**src/design/dobft_pkg.sv**
```systemverilog
// Shared types and constants for the dual-offset binned flash trigger.
// Used by the serial divider and by the top level; depends on nothing else.
package dobft_pkg;

   // field widths of the pulse and result transactions
   localparam int SLICE_W    = 20;
   localparam int TICK_W     = 12;
   localparam int AMP_W      = 16;
   localparam int SPE_W      = 16;
   localparam int TIME_W     = 21;
   localparam int BIN_OUT_W  = 10;
   localparam int TOTAL_W    = 32;

   // configuration register widths and reset values
   localparam int CSR_IDX_W  = 2;
   localparam int CSR_DATA_W = 32;
   localparam int BW_W       = 16;
   localparam logic [AMP_W-1:0]   HIT_THR_RESET   = AMP_W'(0);
   localparam logic [BW_W-1:0]    BIN_WIDTH_RESET = BW_W'(16);
   localparam logic [TOTAL_W-1:0] FLASH_THR_RESET = TOTAL_W'(512);

   // register indexes on the csr channel
   localparam logic [CSR_IDX_W-1:0] CSR_HIT_THRESHOLD   = CSR_IDX_W'(0);
   localparam logic [CSR_IDX_W-1:0] CSR_BIN_WIDTH       = CSR_IDX_W'(1);
   localparam logic [CSR_IDX_W-1:0] CSR_FLASH_THRESHOLD = CSR_IDX_W'(2);

   // transaction action and histogram select codes
   localparam logic ACT_PULSE   = 1'b0;
   localparam logic ACT_CLEAR   = 1'b1;
   localparam logic SEL_ALIGNED = 1'b0;
   localparam logic SEL_SHIFTED = 1'b1;

   // charge scaling: peak * 4096 gives 1/256 pe with spe in 1/16 counts
   localparam int PE_SHIFT   = 12;

   // wide enough for (slice + tick + bin_width/2) / 1
   localparam int IDX_W      = 22;

   localparam int NUM_BINS_DEFAULT = 1024;

   // shared divider: two quotient bits per cycle
   localparam int DIVIDEND_W     = AMP_W + PE_SHIFT;
   localparam int DIVISOR_W      = 16;
   localparam int DIV_RADIX_BITS = 2;
   localparam int DIV_STEPS      = DIVIDEND_W / DIV_RADIX_BITS;
   localparam int STEP_CNT_W     = $clog2(DIV_STEPS);

   typedef struct packed {
      logic                  start;
      logic [DIVIDEND_W-1:0] dividend;
      logic [DIVISOR_W-1:0]  divisor;
   } div_req_type;

   typedef struct packed {
      logic                  done;
      logic [DIVIDEND_W-1:0] quotient;
      logic [DIVISOR_W-1:0]  remainder;
   } div_rsp_type;

endpackage

```
**src/design/dobft_div.sv**
```systemverilog
// Iterative restoring divider, two quotient bits per clock.
// Depends on dobft_pkg for widths and the request and response structs.
module dobft_div
   import dobft_pkg::*;
(
   input  logic        clock,
   input  logic        reset,
   input  div_req_type div_req,
   output div_rsp_type div_rsp
);

   logic                  busy_ff, busy_in;
   logic                  done_ff, done_in;
   logic [STEP_CNT_W-1:0] count_ff, count_in;
   logic [DIVIDEND_W-1:0] quo_ff, quo_in;
   logic [DIVISOR_W-1:0]  rem_ff, rem_in;
   logic [DIVISOR_W-1:0]  dvs_ff, dvs_in;
   logic [DIVIDEND_W-1:0] quo_step;
   logic [DIVISOR_W-1:0]  rem_step;

   // two dependent shift-subtract steps
   always_comb begin
      logic [DIVISOR_W:0]    trial;
      logic [DIVIDEND_W-1:0] quo_v;
      logic [DIVISOR_W-1:0]  rem_v;
      quo_v = quo_ff;
      rem_v = rem_ff;
      trial = '0;
      for (int i = 0; i < DIV_RADIX_BITS; i++) begin
         trial = {rem_v, quo_v[DIVIDEND_W-1]};
         quo_v = {quo_v[DIVIDEND_W-2:0], 1'b0};
         if (trial >= {1'b0, dvs_ff}) begin
            trial    = trial - {1'b0, dvs_ff};
            quo_v[0] = 1'b1;
         end
         rem_v = trial[DIVISOR_W-1:0];
      end
      quo_step = quo_v;
      rem_step = rem_v;
   end

   // next-state selection
   always_comb begin
      busy_in  = busy_ff;
      done_in  = 1'b0;
      count_in = count_ff;
      quo_in   = quo_ff;
      rem_in   = rem_ff;
      dvs_in   = dvs_ff;
      if (div_req.start) begin
         busy_in  = 1'b1;
         count_in = '0;
         quo_in   = div_req.dividend;
         rem_in   = '0;
         dvs_in   = div_req.divisor;
      end else if (busy_ff) begin
         quo_in   = quo_step;
         rem_in   = rem_step;
         count_in = count_ff + STEP_CNT_W'(1);
         if (count_ff == STEP_CNT_W'(DIV_STEPS - 1)) begin
            busy_in = 1'b0;
            done_in = 1'b1;
         end
      end
   end

   // control registers
   always_ff @(posedge clock) begin
      if (reset) begin
         busy_ff  <= 1'b0;
         done_ff  <= 1'b0;
         count_ff <= '0;
      end else begin
         busy_ff  <= busy_in;
         done_ff  <= done_in;
         count_ff <= count_in;
      end
   end

   // datapath registers
   always_ff @(posedge clock) begin
      quo_ff <= quo_in;
      rem_ff <= rem_in;
      dvs_ff <= dvs_in;
   end

   assign div_rsp.done      = done_ff;
   assign div_rsp.quotient  = quo_ff;
   assign div_rsp.remainder = rem_ff;

endmodule

```
**config.mk**
```make
export PLATFORM = sky130hd
export DESIGN_NAME = dobft_div
export DESIGN_NICKNAME = d
export VERILOG_FILES = /design/src/design/dobft_pkg.sv /design/src/design/dobft_div.sv
export SDC_FILE = /design/constraint.sdc
export NUM_CORES = 1
export LEC_CHECK = 0
export BUFFER_PORTS_ARGS = -buffer_cell sky130_fd_sc_hd__buf_2
export CAP_MARGIN = 20
export CORE_AREA = 2 2 102 104
export CTS_CLUSTER_SIZE = 16
export DETAILED_ROUTE_END_ITERATION = 10
export DIE_AREA = 0 0 104 106
export GPL_TIMING_DRIVEN = 0
export HOLD_SLACK_MARGIN = 0.1
export PLACE_DENSITY = 0.69
export SYNTH_ARGS = -nofsm -noshare
export SYNTH_HDL_FRONTEND = slang
export SYNTH_SLANG_ARGS = --single-unit
```
**constraint.sdc**
```tcl
create_clock -name clock -period 5.2 [get_ports clock]
set_input_delay 1.04 -clock clock [delete_from_list [all_inputs] [get_ports clock]]
set_output_delay 1.04 -clock clock [all_outputs]
set_load 0.005 [all_outputs]
```
Word-level counts from Yosys, hierarchy flattened --
Cells that the tools add are included.
Word-level totals: input bits 47, output and inout bits 45, logic and storage cells 26, latch bits 0, memory bits (writable) 0, memory bits (read-only) 0, register bits 66, memories kept 0
Cells by class: bitwise operators 1, equal/unequal tests 1, mux-type cells 10, div/mod/pow operators 0, shifts and indexed selects 0, reduce and logical (&&, ||, !) cells 3, $mul 0, magnitude comparators 2, $add $sub $neg 3
Operators by type and width (number):
- $mux 28 | 2
- $ge 17x16->1 | 2
- $mux 16 | 2
- $sub 16x16->16 | 2
- $mux 1 | 6
- $add 4x1->4 const B | 1
- $eq 4x4->1 const B | 1
- $reduce_or 3->1 | 1
- $reduce_bool 2->1 | 1
- $reduce_or 2->1 | 1
- $not 1->1 | 1

Longest topological paths before layout --
depth after elaboration 6, gate-level depth with buffers 22, depth with buffers taken out 20

Least setup slack after synthesis --
OpenSTA, ideal clock, no wires.
path type register -> register, start register dvs_ff[1], end register rem_ff[2], path buffers 3, library setup time 0.122 ns, slack 1.037 ns, required time 5.078 ns, stages on the path, launching flop included 22, arrival time 4.041 ns, cells stage by stage edfxtp_1 inv_1 ha_1 nor2b_1 o21ai_2 nand3_1 a211oi_2 o21ba_4 buf_6 buf_6 nand2_1 o21ai_0 ha_1 nor2b_1 o31a_1 o211ai_1 a21oi_1 o21ai_0 o211a_4 buf_6 nor4_1 a311o_1
On the way: cells in the longest elaborated chain, start to end 4
RTL lines:
- start: declaration | line dobft_div.sv:17 | logic [DIVISOR_W-1:0] dvs_ff, dvs_in;
- start signal: assignment | line dobft_div.sv:84 | dvs_ff <= dvs_in;
- $sub 16x16->16 or $ge 17x16->1 (tied branches) | line dobft_div.sv:33, dobft_div.sv:32
- $mux 16 | line dobft_div.sv:32 | if (trial >= {1'b0, dvs_ff}) begin
- $sub 16x16->16 or $ge 17x16->1 (tied branches) | line dobft_div.sv:33, dobft_div.sv:32
- $mux 16 * | line dobft_div.sv:32
- end signal: assignment | line dobft_div.sv:83 | rem_ff <= rem_in;
- end: declaration | line dobft_div.sv:16 | logic [DIVISOR_W-1:0] rem_ff, rem_in;
Every way passes the cells marked *; elsewhere a longest branch is shown, timed or not. A chain may end at the register's enable or synchronous reset.

Worst setup path in the final report --
start register dvs_ff[8], end register rem_ff[9]
Same word-level chain as after synthesis.

==> impl_metrics.ini <==
[logic_synthesis]
yosysTopAreaCellShare_pct = 30.18
netlist_instances = 418
yosysMostFrequentCell = edfxtp_1
synth_enable_flop_cells = 44
synthTopCellsByCount = edfxtp_1 (44), ha_1 (34), nor2_1 (31)
synth_area_leader_cell = edfxtp_1
avgSynthCellArea_um2 = 10.47
async_flop_share_pct = 0
synth_sequential_area_ratio_pct = 40.24
ys_seq_elements = 66
syn_nets = 501
synth_cell_types = 60
yosys_most_used_dff = edfxtp_1
yosys_warnings = 0
syn_area_um2 = 4378
ys_top_cells_by_area = edfxtp_1 (30%), dfxtp_1 (10%), ha_1 (9.7%)

[critical_path]
r2r-end = rem_ff[9]
path_delay_family = compound AO/OA/AOI/OAI gates
timing.critical_path.buf_inv = 4
crit_path_start = dvs_ff[8]
crit_path_top_delay_cell = ha_1
cp-end-kind = flip-flop
path_class = reg -> reg
crit_top_cell = buf_6
cp_data_required_time_ps = 5410
slowest_delay_ps = 380
cp-endpoint = rem_ff[9]
path_depth = 20
r2r_cells = 20
crit_fanout = 10
critPathArrivalTime_ps = 4990
r2r_start = dvs_ff[8]
worstPathCellList = inv_1 -> ha_1 -> nand4_1 -> nor2_1 -> nand4_1 -> o21ai_1 -> o21ba_4 -> buf_6 -> buf_6 -> o21ai_1 -> ha_1 -> nor2b_1 -> o31a_1 -> o211ai_1 -> a21oi_1 -> o21ai_0 -> o211a_4 -> buf_6 -> mux2i_1 -> a211oi_1
rrSetupSlack_ps = 420
critPathLaunchType = flip-flop

[route]
wl_per_cell_um = 16.09
vias = 3565
viasPerCell = 5.385
remaining_drc_errors = 0
first_pass_iters = 4
ant_nets = 0
drt-total-wl_um = 10650
drt-initial-drc-count = 190

[place]
placed_cell_area_um2 = 5031
finalWeightedCongestion = 0.8537
io_buffer_count = 91
post-dp-hpwl_um = 8113

[timing]
fmax_mhz = 209.3
tns_ps = 0
worstMarginPinSlew_ps = 650.8
rsz0062_at_grt = false
clock_skew_ps = 8.326
final-hold-violation-count = 0
slew_violations = 0
slew_headroom_pct = 56.51
fin_crit_ps = 4778
setup_viol = 0
hold_ws_ps = 512.8
period_share_pct = 91.89

[floorplan]
die_w_um = 104
core.rowCount = 37
die_h_um = 106
ios = 92
core_um2 = 10000
dieArea_um2 = 11020
start_util_pct = 43.78

[power]
total_power_mw = 2.452
p_leak_nw = 2.321
peakVddDrop_v = 0.0001714
power.density_nw_per_um2 = 465.6

[global_route]
grt_start_max_net_pins = 18
grt_pass1_vias = 3467
grt_overflow = 0
grtUsageTotal_pct = 19.81
grt_pass1_wl_um = 17090
antenna_found_initial = 0

[finish]
multiInputGateArea_um2 = 2429
finalNetCount = 604
areaGrowthSynthToFinish_pct = 20.32
diodes = 0
drive_gt1_share_pct = 31.94
seq_area_um2 = 1762
fillers = 933
final_cell_area_um2 = 5268

[clock_network]
cts-buffers-inserted = 9
htree_levels = 3
cts_root_buffer = clkbuf_8
post_cts_buffers = 0
clock_latency_ps = 360
clkTransAtPathRegs_ps = 80
clockBufferDepth = 2
cts_tree = done
cts_sinks = 66

[outcome]
status = finished, final reports clean

[flow_run]
maxCapViolCount = 0

[min_path]
hp-class = reg -> reg
## per-stage QoR
step / cells / utilization (%) / setup WS [ps]
after CTS: 662 / 52.55 / 274.8
after floorplan: 418 / - / 1037
after detailed placement: 646 / 50.31 / 293.4
final: 662 / 52.68 / 421.5
after global routing: 662 / 52.68 / 79.42
after global placement: 645 / 50.04 / 381.4
## sequential cells by signal, indices dropped and copies added, names as in the netlist
register  flops
quo_ff       28
dvs_ff       16
rem_ff       16
count_ff      4
busy_ff       1
done_ff       1
## power breakdown
part | leakage, nW | total, mW | internal [mW] | switching [mW]
registers | 0.619 | 0.682 | 0.633 | 0.0492
clock network | 0.114 | 0.500 | 0.274 | 0.226
logic | 1.59 | 1.27 | 0.573 | 0.697
## worst min path at each step
stage                           start   endpoint  depth (start not counted)  slack, ps
final                     count_ff[3]    done_ff                          2        510
after global routing        rem_ff[4]  rem_ff[4]                          2        540
after CTS                 count_ff[3]    done_ff                          2        510
after detailed placement  count_ff[3]    done_ff                          2        480
after global placement    count_ff[3]    done_ff                          2        480
after floorplan           count_ff[3]    done_ff                          2        460
## final cells by class
type                       instances  area share, %
tap                              136          3.230
clock inverter                     7          1.900
clock buffer                       9          2.352
sequential                        66          33.44
buffer                            16          1.948
timing repair buffer              92          9.169
multi-input combinational        310          46.10
inverter                          26          1.853
## metal layers
layer / up-vias / routed length (um) / track usage [%] / share of wire [%]
met4: 0 / 214 / 7.819 / 2.0
met2: 105 / 4936 / 31.48 / 46
met5: - / 0 / 0 / 0
met1: 1682 / 4972 / 25.95 / 47
li1: 1756 / - / - / -
met3: 22 / 530 / 5.028 / 5.0
## worst min-delay path, cell delays in order (launching register included)
cell and delay (ps):
dfxtp_1 330, nand3_1 90, nor3_1 50
## logic make-up (layout without fill, tap and decap cells)
group | count (synthesis) | in the layout | synth area share, %
compound gates | 110 | 110 | 18.92
simple gates | 97 | 97 | 10.37
flops | 66 | 66 | 40.24
buf+inv | 42 | 150 | 4.572
mux | 38 | 38 | 9.460
fa+ha+maj | 36 | 36 | 10.63
xor+xnor | 29 | 29 | 5.802
## cell usage in the layout, fill, tap and decap left out, types with 4 or more instances in the layout
master and count:
buf_2 92, edfxtp_1 44, ha_1 34, nor2_1 31, nand2_1 27, mux2_2 27
inv_1 26, a21oi_1 22, dfxtp_1 22, a211oi_1 16, xnor2_1 16, o21ai_2 13
xor2_1 13, o21ai_0 12, mux2i_1 11, a21o_1 9, clkbuf_8 9, clkbuf_1 8
nand4_1 6, nor3_1 6, nand3_1 5, nor2b_1 4, nand2b_1 4
## timing repair
item,4_1_cts,5_1_grt
hold buffers,0,0
resized for setup,0,3
setup endpoints to repair,0,11
No activity file was read; power rests on OpenSTA's default activity.
